===== src/rtl/bscee_pkg.sv =====
// shared types, constants and helpers for the button and stick event encoder
`default_nettype none

package bscee_pkg;

	// input item kinds
	localparam logic KIND_OPEN = 1'b0;
	localparam logic KIND_READ = 1'b1;

	// button table
	localparam int TBL_SIZE    = 9;
	localparam int NUM_BUTTONS = 9;
	localparam int BTN_LIMIT   = (NUM_BUTTONS < TBL_SIZE) ? NUM_BUTTONS : TBL_SIZE;
	localparam logic [TBL_SIZE-1:0] BTN_MASK =
		TBL_SIZE'((TBL_SIZE+1)'(1) << BTN_LIMIT) - TBL_SIZE'(1);

	// slot numbers in the event mask, buttons occupy the low slots
	localparam int NUM_SLOTS = 12;
	localparam logic [3:0] SLOT_X    = 4'd9;
	localparam logic [3:0] SLOT_Y    = 4'd10;
	localparam logic [3:0] SLOT_SYNC = 4'd11;

	// event types
	localparam logic [7:0] EV_SYN    = 8'h00;
	localparam logic [7:0] EV_KEY    = 8'h01;
	localparam logic [7:0] EV_ABS    = 8'h03;
	localparam logic [7:0] JS_BUTTON = 8'h01;
	localparam logic [7:0] JS_AXIS   = 8'h02;
	localparam logic [7:0] JS_INIT   = 8'h80;

	// axis codes
	localparam logic [1:0] AXIS_ZERO = 2'd0;
	localparam logic [1:0] AXIS_POS  = 2'd1;
	localparam logic [1:0] AXIS_NEG  = 2'd2;
	localparam logic signed [15:0] AXIS_FULL = 16'sd32767;

	// job queue depth, a power of two
	localparam int JOBQ_DEPTH = 4;

	// one classified read, handed from front to back
	typedef struct packed {
		logic                  empty;
		logic                  js;
		logic                  init;
		logic [TBL_SIZE-1:0]   btns;
		logic [1:0]            ax;
		logic [1:0]            ay;
		logic [NUM_SLOTS-1:0]  mask;
		logic [3:0]            room;
	} job_t;

	// event-device key code of a button
	function automatic logic [8:0] key_code(input logic [3:0] idx);
		logic [8:0] code;
		case (idx)
			4'd0: code = 9'h130;
			4'd1: code = 9'h131;
			4'd2: code = 9'h133;
			4'd3: code = 9'h134;
			4'd4: code = 9'h136;
			4'd5: code = 9'h137;
			4'd6: code = 9'h13a;
			4'd7: code = 9'h13b;
			4'd8: code = 9'h13d;
			default: code = 9'h000;
		endcase
		return code;
	endfunction

	// axis position of an axis code
	function automatic logic signed [15:0] axis_value(input logic [1:0] code);
		logic signed [15:0] v;
		case (code)
			AXIS_POS: v = AXIS_FULL;
			AXIS_NEG: v = -AXIS_FULL;
			default:  v = 16'sd0;
		endcase
		return v;
	endfunction

endpackage

`default_nettype wire


===== src/rtl/bscee_front.sv =====
// front: accepts snapshots, keeps the baseline and classifies reads into jobs
`default_nettype none

module bscee_front (
	input  wire logic                clk,
	input  wire logic                arst_n,
	input  wire logic                cfg_wr_en,
	input  wire logic                cfg_wr_data,
	input  wire logic                accept,
	input  wire logic                kind,
	input  wire logic [8:0]          face_buttons,
	input  wire logic [7:0]          directions,
	input  wire logic [3:0]          room,
	output bscee_pkg::job_t          job,
	output logic                     push
);

	logic                          node_mode_q;
	logic                          opened_q;
	logic                          init_sent_q;
	logic [bscee_pkg::TBL_SIZE-1:0] prev_btns_q;
	logic [1:0]                    prev_ax_q;
	logic [1:0]                    prev_ay_q;

	logic       up, dn, lf, rt;
	logic [1:0] ax, ay;
	logic [bscee_pkg::TBL_SIZE-1:0] chg;
	logic       x_chg, y_chg, any_chg;
	logic       do_init;

	// fold directions into axis codes
	always_comb begin
		up = directions[0] | directions[4] | directions[5];
		dn = directions[1] | directions[6] | directions[7];
		lf = directions[2] | directions[4] | directions[6];
		rt = directions[3] | directions[5] | directions[7];
		ax = rt ? bscee_pkg::AXIS_POS : (lf ? bscee_pkg::AXIS_NEG : bscee_pkg::AXIS_ZERO);
		ay = dn ? bscee_pkg::AXIS_POS : (up ? bscee_pkg::AXIS_NEG : bscee_pkg::AXIS_ZERO);
	end

	// classify the read
	always_comb begin
		chg     = (face_buttons ^ prev_btns_q) & bscee_pkg::BTN_MASK;
		x_chg   = (ax != prev_ax_q);
		y_chg   = (ay != prev_ay_q);
		any_chg = (|chg) | x_chg | y_chg;
		do_init = node_mode_q & ~init_sent_q;

		job.js   = node_mode_q;
		job.btns = face_buttons;
		job.ax   = ax;
		job.ay   = ay;
		job.room = room;
		job.init = do_init;
		if (do_init) begin
			job.mask = {1'b0, 1'b1, 1'b1, bscee_pkg::BTN_MASK};
		end else begin
			job.mask = {~node_mode_q & any_chg, y_chg, x_chg, chg};
		end
		job.empty = ~opened_q | (job.mask == '0) | (room == 4'd0);
		push = accept & (kind == bscee_pkg::KIND_READ);
	end

	// configuration register and baseline state
	always_ff @(posedge clk or negedge arst_n) begin
		if (!arst_n) begin
			node_mode_q <= 1'b0;
			opened_q    <= 1'b0;
			init_sent_q <= 1'b0;
			prev_btns_q <= '0;
			prev_ax_q   <= bscee_pkg::AXIS_ZERO;
			prev_ay_q   <= bscee_pkg::AXIS_ZERO;
		end else begin
			if (cfg_wr_en) begin
				node_mode_q <= cfg_wr_data;
			end
			if (accept) begin
				if (kind == bscee_pkg::KIND_OPEN) begin
					opened_q    <= 1'b1;
					init_sent_q <= 1'b0;
					prev_btns_q <= face_buttons;
					prev_ax_q   <= ax;
					prev_ay_q   <= ay;
				end else if (opened_q) begin
					if (do_init) begin
						init_sent_q <= 1'b1;
					end
					prev_btns_q <= face_buttons;
					prev_ax_q   <= ax;
					prev_ay_q   <= ay;
				end
			end
		end
	end

endmodule

`default_nettype wire


===== src/rtl/bscee_fifo.sv =====
// short job queue between front and back
`default_nettype none

module bscee_fifo (
	input  wire logic            clk,
	input  wire logic            arst_n,
	input  wire logic            push,
	input  wire bscee_pkg::job_t push_job,
	output logic                 full,
	input  wire logic            pop,
	output bscee_pkg::job_t      head_job,
	output logic                 empty
);

	localparam int PW = $clog2(bscee_pkg::JOBQ_DEPTH);
	localparam int CW = $clog2(bscee_pkg::JOBQ_DEPTH + 1);

	bscee_pkg::job_t slots_q [bscee_pkg::JOBQ_DEPTH];
	logic [PW-1:0]   wr_ptr_q;
	logic [PW-1:0]   rd_ptr_q;
	logic [CW-1:0]   count_q;

	assign full     = (count_q == CW'(bscee_pkg::JOBQ_DEPTH));
	assign empty    = (count_q == '0);
	assign head_job = slots_q[rd_ptr_q];

	// storage
	always_ff @(posedge clk) begin
		if (push) begin
			slots_q[wr_ptr_q] <= push_job;
		end
	end

	// pointers and fill count
	always_ff @(posedge clk or negedge arst_n) begin
		if (!arst_n) begin
			wr_ptr_q <= '0;
			rd_ptr_q <= '0;
			count_q  <= '0;
		end else begin
			if (push) begin
				wr_ptr_q <= wr_ptr_q + PW'(1);
			end
			if (pop) begin
				rd_ptr_q <= rd_ptr_q + PW'(1);
			end
			if (push && !pop) begin
				count_q <= count_q + CW'(1);
			end else if (pop && !push) begin
				count_q <= count_q - CW'(1);
			end
		end
	end

`ifndef NO_ASSERTIONS
	a_no_push_full: assert property (@(posedge clk) disable iff (!arst_n)
		full |-> !push) else $error("job pushed into full queue");
	a_no_pop_empty: assert property (@(posedge clk) disable iff (!arst_n)
		empty |-> !pop) else $error("job popped from empty queue");
`endif

endmodule

`default_nettype wire


===== src/rtl/bscee_back.sv =====
// back: walks a job's event mask and drives the output register
`default_nettype none

module bscee_back (
	input  wire logic            clk,
	input  wire logic            arst_n,
	input  wire bscee_pkg::job_t head_job,
	input  wire logic            q_empty,
	output logic                 pop,
	output logic                 m_tvalid,
	input  wire logic            m_tready,
	output logic [39:0]          m_tdata,
	output logic                 m_tlast,
	output logic                 m_tuser
);

	bscee_pkg::job_t                 job_q;
	logic                            busy_q;
	logic [bscee_pkg::NUM_SLOTS-1:0] rem_mask_q;
	logic [3:0]                      rem_room_q;
	logic                            m_tvalid_q;
	logic [39:0]                     m_tdata_q;
	logic                            m_tlast_q;
	logic                            m_tuser_q;

	logic                            adv;
	logic [3:0]                      sel;
	logic [bscee_pkg::NUM_SLOTS-1:0] low_bit;
	logic [bscee_pkg::NUM_SLOTS-1:0] mask_nxt;
	logic                            last;
	logic [7:0]                      ev_type;
	logic [8:0]                      ev_code;
	logic signed [15:0]              ev_value;

	assign adv = ~m_tvalid_q | m_tready;
	assign pop = ~busy_q & ~q_empty;

	// pick the lowest pending slot
	always_comb begin
		sel = '0;
		for (int i = bscee_pkg::NUM_SLOTS - 1; i >= 0; i--) begin
			if (rem_mask_q[i]) begin
				sel = 4'(i);
			end
		end
		low_bit  = rem_mask_q & (~rem_mask_q + bscee_pkg::NUM_SLOTS'(1));
		mask_nxt = rem_mask_q & ~low_bit;
		last     = job_q.empty | (mask_nxt == '0) | (rem_room_q == 4'd1);
	end

	// encode the selected event
	always_comb begin
		ev_type  = bscee_pkg::EV_SYN;
		ev_code  = '0;
		ev_value = 16'sd0;
		if (!job_q.empty) begin
			case (sel)
				bscee_pkg::SLOT_X: begin
					ev_type  = job_q.init ? (bscee_pkg::JS_INIT | bscee_pkg::JS_AXIS)
						: (job_q.js ? bscee_pkg::JS_AXIS : bscee_pkg::EV_ABS);
					ev_code  = 9'd0;
					ev_value = bscee_pkg::axis_value(job_q.ax);
				end
				bscee_pkg::SLOT_Y: begin
					ev_type  = job_q.init ? (bscee_pkg::JS_INIT | bscee_pkg::JS_AXIS)
						: (job_q.js ? bscee_pkg::JS_AXIS : bscee_pkg::EV_ABS);
					ev_code  = 9'd1;
					ev_value = bscee_pkg::axis_value(job_q.ay);
				end
				bscee_pkg::SLOT_SYNC: begin
					ev_type  = bscee_pkg::EV_SYN;
					ev_code  = 9'd0;
					ev_value = 16'sd0;
				end
				default: begin
					ev_type  = job_q.init ? (bscee_pkg::JS_INIT | bscee_pkg::JS_BUTTON)
						: (job_q.js ? bscee_pkg::JS_BUTTON : bscee_pkg::EV_KEY);
					ev_code  = (job_q.init || job_q.js) ? {5'd0, sel}
						: bscee_pkg::key_code(sel);
					ev_value = {15'd0, job_q.btns[sel]};
				end
			endcase
		end
	end

	// job sequencing and output valid
	always_ff @(posedge clk or negedge arst_n) begin
		if (!arst_n) begin
			busy_q     <= 1'b0;
			m_tvalid_q <= 1'b0;
		end else begin
			if (pop) begin
				busy_q <= 1'b1;
			end else if (busy_q && adv && last) begin
				busy_q <= 1'b0;
			end
			if (adv) begin
				m_tvalid_q <= busy_q;
			end
		end
	end

	// job payload and output payload
	always_ff @(posedge clk) begin
		if (pop) begin
			job_q      <= head_job;
			rem_mask_q <= head_job.mask;
			rem_room_q <= head_job.room;
		end else if (busy_q && adv) begin
			rem_mask_q <= mask_nxt;
			rem_room_q <= rem_room_q - 4'd1;
		end
		if (busy_q && adv) begin
			m_tdata_q <= {7'd0, ev_value, ev_code, ev_type};
			m_tlast_q <= ~job_q.empty & last;
			m_tuser_q <= job_q.empty;
		end
	end

	assign m_tvalid = m_tvalid_q;
	assign m_tdata  = m_tdata_q;
	assign m_tlast  = m_tlast_q;
	assign m_tuser  = m_tuser_q;

`ifndef NO_ASSERTIONS
	a_live_job: assert property (@(posedge clk) disable iff (!arst_n)
		(busy_q && !job_q.empty) |-> (rem_room_q != 4'd0 && rem_mask_q != '0))
		else $error("active job has no room or no pending slot");
	a_empty_clean: assert property (@(posedge clk) disable iff (!arst_n)
		(m_tvalid && m_tuser) |-> (!m_tlast && m_tdata == '0))
		else $error("empty result carries data");
`endif

endmodule

`default_nettype wire


===== src/rtl/button_stick_change_event_encoder.sv =====
// top level of the button and stick change-event encoder
//
// Usage:
//  s_* channel takes one snapshot per transaction: s_tuser is the kind
//  (0 open, 1 read), s_tdata holds the buttons, directions and reader room.
//  An open transaction records the baseline and produces nothing. A read
//  produces one to twelve events on m_*, m_tlast marking the final one,
//  or a single empty result with m_tuser high and zero data.
//  cfg_wr_en/cfg_wr_data write node_mode (0 event-device, 1 joystick); write
//  it only while no read is in flight.
//  The back end emits one event per cycle unless m_tready stalls it, and
//  loads a new job only after finishing the current one; that event walk
//  sets the throughput. Up to four classified reads wait in the job queue,
//  so s_tready stays high while the back end catches up. Reset clears the
//  baseline, the opened and initial-state flags, node_mode and the queue.
//  When the receiver stalls, the output register holds its event, the back
//  end waits, and once the queue fills s_tready drops.
`default_nettype none

module button_stick_change_event_encoder (
	input  wire logic        clk,
	input  wire logic        arst_n,
	input  wire logic        cfg_wr_en,
	input  wire logic        cfg_wr_data,   // node_mode
	input  wire logic        s_tvalid,
	output logic             s_tready,
	input  wire logic [23:0] s_tdata,       // face_buttons[8:0], directions[16:9], room[20:17]
	input  wire logic        s_tuser,       // kind
	output logic             m_tvalid,
	input  wire logic        m_tready,
	output logic [39:0]      m_tdata,       // event_type[7:0], event_code[16:8], event_value[32:17]
	output logic             m_tlast,       // last_of_run
	output logic             m_tuser        // empty_res
);

	bscee_pkg::job_t push_job;
	bscee_pkg::job_t head_job;
	logic            push;
	logic            pop;
	logic            q_full;
	logic            q_empty;
	logic            accept;

	assign s_tready = ~q_full;
	assign accept   = s_tvalid & s_tready;

	// classification front end
	bscee_front u_front (
		.clk          (clk),
		.arst_n       (arst_n),
		.cfg_wr_en    (cfg_wr_en),
		.cfg_wr_data  (cfg_wr_data),
		.accept       (accept),
		.kind         (s_tuser),
		.face_buttons (s_tdata[8:0]),
		.directions   (s_tdata[16:9]),
		.room         (s_tdata[20:17]),
		.job          (push_job),
		.push         (push)
	);

	// job queue
	bscee_fifo u_fifo (
		.clk      (clk),
		.arst_n   (arst_n),
		.push     (push),
		.push_job (push_job),
		.full     (q_full),
		.pop      (pop),
		.head_job (head_job),
		.empty    (q_empty)
	);

	// event generation back end
	bscee_back u_back (
		.clk      (clk),
		.arst_n   (arst_n),
		.head_job (head_job),
		.q_empty  (q_empty),
		.pop      (pop),
		.m_tvalid (m_tvalid),
		.m_tready (m_tready),
		.m_tdata  (m_tdata),
		.m_tlast  (m_tlast),
		.m_tuser  (m_tuser)
	);

endmodule

`default_nettype wire

===== config.mk =====
export PLATFORM = sky130hd
export DESIGN_NAME = button_stick_change_event_encoder
export DESIGN_NICKNAME = d
export VERILOG_FILES = /design/src/rtl/bscee_pkg.sv /design/src/rtl/bscee_front.sv /design/src/rtl/bscee_fifo.sv /design/src/rtl/bscee_back.sv /design/src/rtl/button_stick_change_event_encoder.sv
export SDC_FILE = /design/constraint.sdc
export NUM_CORES = 1
export LEC_CHECK = 0
export BUFFER_PORTS_ARGS = -buffer_cell sky130_fd_sc_hd__buf_2
export CORE_MARGIN = 2
export CORE_UTILIZATION = 60
export CTS_CLUSTER_DIAMETER = 30
export DETAILED_ROUTE_END_ITERATION = 8
export PLACE_DENSITY = 0.85
export SETUP_SLACK_MARGIN = 0.4
export SLEW_MARGIN = 10
export SYNTH_ARGS = -nofsm -noshare
export SYNTH_HDL_FRONTEND = slang
export SYNTH_SLANG_ARGS = --single-unit

===== constraint.sdc =====
create_clock -name clk -period 4.45 [get_ports clk]
set_input_delay 1.1125 -clock clk [delete_from_list [all_inputs] [get_ports clk]]
set_output_delay 1.1125 -clock clk [all_outputs]
set_load 0.02 [all_outputs]

==> results by group <==
Routing
  • Initial drt markers: 416
  • Drc violations: 0
  • Drt wl/cell: 20.16 um
  • Vias per cell: 5.986
  • First-pass DRT Iterations: 5
  • Routed Wire Length: 15,790 um
  • Vias: 4,687
  • Antenna-violating nets left: 0

Power and ir drop
  • Register share of total power: 0.463
  • Clock group share of total power: 0.230
  • Cell Int Power: 0.004233 W
  • Pwr dens: 681.0 nW/um^2
  • Worst vdd ir: 0.3083 mV
  • Switching part of the total power: 0.3406
  • Comb power frac: 0.307
  • Net Sw Power: 0.002187 W
  • Static leakage: 3.375 nW

Worst setup path
  • Crit path arrival time: 3600 ps
  • Critical path's largest stage delay: 590 ps
  • R2R Path End: u_back.m_tdata[17]
  • FF-to-FF Start: u_back.rem_mask_q[4]
  • WS Path Type: flip-flop to flip-flop
  • Critical path's slowest cell: nor4_4
  • Setup crit end kind: flip-flop
  • Crit-path cells: nor2_1, nor3_1, nor4_4, inv_1, ha_1, nor2_1, o21ai_1, nor4b_2, o21ai_1, a31oi_1
  • Required time of the critical path: 4700 ps
  • R2r worst-path depth: 10
  • Worst-path fanout max: 11
  • Reg2reg setup slack: 1100 ps
  • Setup crit start kind: flip-flop

Floorplanning
  • Num ports: 75
  • Num rows: 43
  • Initial Util: 0.6158
  • Die width: 123.4 um
  • Die area: 15,220 um^2
  • Core region area: 13,880 um^2
  • Die height: 123.4 um

Layout
  • Commonest non-fill, non-tap cell in the layout: edfxtp_1
  • Area growth syn-to-layout: 10.29%
  • Final core occ: 0.6792
  • Most frequent cells in the layout: 173 x edfxtp_1, 57 x buf_2, 51 x nand2_1
  • # nets final: 637
  • Antenna cell count: 0
  • Final Instance Area: 9428 um^2
  • Layout cells sized above 1: 0.2620

Min path
  • Hold Path Stages: 2
  • Hold path startpoint: u_front.init_sent_q
  • Hold Crit Endpoint: u_front.init_sent_q
  • Hold Path Class: flip-flop to flip-flop

Synthesis
  • Synthesized instance count: 543
  • Post-synth EDFFs: 173
  • Post-synth cell types: 58
  • Async S/R FF share, synth: 0.1263
  • Synthesized area per cell: 15.74 um^2
  • Dominant synthesized flop cell: edfxtp_1
  • Sequential fraction of the synthesis area: 0.6809
  • Yosys warns: 0
  • Top-area cell type share of the netlist area: 0.6077
  • Post-synth top area cell: edfxtp_1
  • Number of synthesized register bits: 198
  • Synth area leaders: edfxtp_1 61%, mux4_2 8.4%, dfrtp_1 7.3%
  • Mapped Area: 8548 um^2

Global routing
  • GRT Util Overall: 0.2259
  • Total gr overflow: 0
  • First-pass GRT wire length: 24,630 um
  • Largest net degree at the start of global routing: 34
  • Vias in the first global route: 4,664
  • Initial antenna violation count: 0

Clock tree
  • Post-cts resize count: 0
  • Clock Pin Slew Worst Setup and Hold Paths: 70 ps
  • CTS Sinks: 198
  • CTS tree: yes
  • Total CTS buffers: 17
  • CTS H-Tree Depth: 4
  • Post-CTS Setup Inserts: 0
  • Clock root cell: clkbuf_16
  • Clk_lat worst skew: 430 ps
  • Clock tree buffer depth: 2
  • CTS Hold Buffers Added: 0

Place
  • Place WS: 1344 ps
  • Dpl hpwl: 9613 um
  • Placement Cell Area: 8856 um^2
  • IO buf count: 57
  • GP Congestion: 0.8824

Run
  • Max-cap violation count: 0

Timing
  • Period utilization: 0.7520
  • RSZ-0062 raised after global routing: no
  • Slew Limit Fails: 0
  • Endpoints failing hold: 0
  • # setup viols final: 0
  • Clock Skews: 9.459 ps
  • Final setup margin: 1104 ps
  • Relative slew slack: 0.1967
  • F_max: 0.2988 GHz
  • Actual slew at the worst max-slew pin: 1205 ps
  • Setup TNS: 0 ps
  • Minimum clock period: 3346 ps

Run status
  • Status: finished, final reports clean
==> cells by family (layout without fill, tap and decap cells) <==
family | Yosys count | in the layout | share of synthesized area
flip-flops | 198 | 198 | 0.6809
AND/OR/NAND/NOR | 138 | 138 | 0.07992
buffers and inverters | 68 | 115 | 0.04494
AO/OA/AOI/OAI | 53 | 53 | 0.04245
multiplexers | 47 | 47 | 0.1041
adder cells (fa/ha/maj) | 19 | 19 | 0.02781
XOR/XNOR | 19 | 19 | 0.01947
other | 1 | 14 | 0.0004387
==> how the worst max path moves through the flow <==
stage,startpoint,to,cells after the start
2_1_floorplan,s_tuser,u_fifo.slots_q[0][0],3
3_3_place_gp,u_back.rem_mask_q[8],u_back.m_tdata[17],9
3_5_place_dp,u_back.rem_mask_q[8],u_back.m_tdata[17],9
4_1_cts,u_back.rem_mask_q[4],u_back.m_tdata[17],10
5_1_grt,u_back.rem_mask_q[4],u_back.m_tdata[17],10
6_report,u_back.rem_mask_q[4],u_back.m_tdata[17],10
==> power groups by stage <==
stage	clock, W	combinational [W]	sequential [W]
global route	0.00156	0.00215	0.00304
global placement	0	0.00184	0.00297
CTS	0.00149	0.00197	0.00298
detailed placement	0	0.00192	0.00300
floorplan	0	0.00156	0.00287
finish	0.00147	0.00197	0.00298
==> synthesized netlist by cell type, types with 2 or more instances <==
master / number
ha_1: 15
o21ai_0: 10
and2_1: 7
xor2_1: 4
nor2b_1: 3
nor4_1: 2
o211ai_1: 3
nor3_1: 10
nor2_1: 26
a21oi_2: 3
maj3_1: 3
edfxtp_1: 173
buf_6: 2
a211oi_1: 3
a21o_1: 2
dfrtp_1: 25
nand2_1: 51
a22oi_1: 3
mux2_2: 15
o21ai_1: 2
o31ai_1: 2
o2bb2ai_1: 2
buf_1: 2
nand2b_1: 7
mux4_2: 32
buf_4: 29
or2_2: 4
buf_2: 4
or3_1: 3
nand4_1: 3
and3_1: 2
xnor2_1: 15
inv_1: 16
nand3_1: 11
a21oi_1: 7
a31oi_1: 5
nand3b_1: 2
o2111ai_1: 2
clkbuf_1: 14
==> through the flow <==
| step | hold WS (ps) | cells | total power (W) |
|---|---|---|---|
| CTS | 502.1 | 783 | 0.006436 |
| finish | 501.3 | 783 | 0.006420 |
| floorplan | 424.4 | 556 | 0.004430 |
| global route | 538.1 | 783 | 0.006744 |
| detailed placement | 494.5 | 751 | 0.004914 |
| global placement | 476.8 | 751 | 0.004813 |
==> registers in the layout, indices dropped and copies added (netlist names) <==
signal and flops:
u_fifo.slots_q 128, u_back.job_q 16, u_back.rem_mask_q 12, u_back.m_tdata 11, u_front.prev_btns_q 9, u_back.rem_room_q 4
u_fifo.count_q 3, u_fifo.rd_ptr_q 2, u_fifo.wr_ptr_q 2, u_front.prev_ax_q 2, u_front.prev_ay_q 2, u_back.busy_q 1
u_back.m_tlast 1, u_back.m_tuser 1, u_back.m_tvalid 1, u_front.init_sent_q 1, u_front.node_mode_q 1, u_front.opened_q 1
==> cell type report <==
| class | instances | area, um^2 |
|---|---|---|
| tap | 180 | 225.2 |
| multi-input combinational | 290 | 2392 |
| clock inverter | 12 | 115.1 |
| sequential | 198 | 5822 |
| timing repair buffer | 66 | 352.8 |
| inverter | 17 | 63.81 |
| clock buffer | 20 | 456.7 |
| fill | 895 | 4453 |
==> per-layer routing <==
metal / global-route usage / wire (um) / vias to the layer above
li1: - / - / 2094
met4: 0.09659 / 364 / 0
met5: 0 / 0 / -
met1: 0.2911 / 6279 / 2334
met2: 0.3654 / 7989 / 225
met3: 0.06089 / 1155 / 34
==> worst max-delay path: cells and delay by family, from the launching register on <==
family	cells	cell delay, ps
AOI/OAI and AO/OA	3	530
adders and majority gates	1	280
buffers and inverters	1	150
DFF	1	480
and+or+nand+nor	5	1720
No activity file was read; power rests on OpenSTA's default activity.
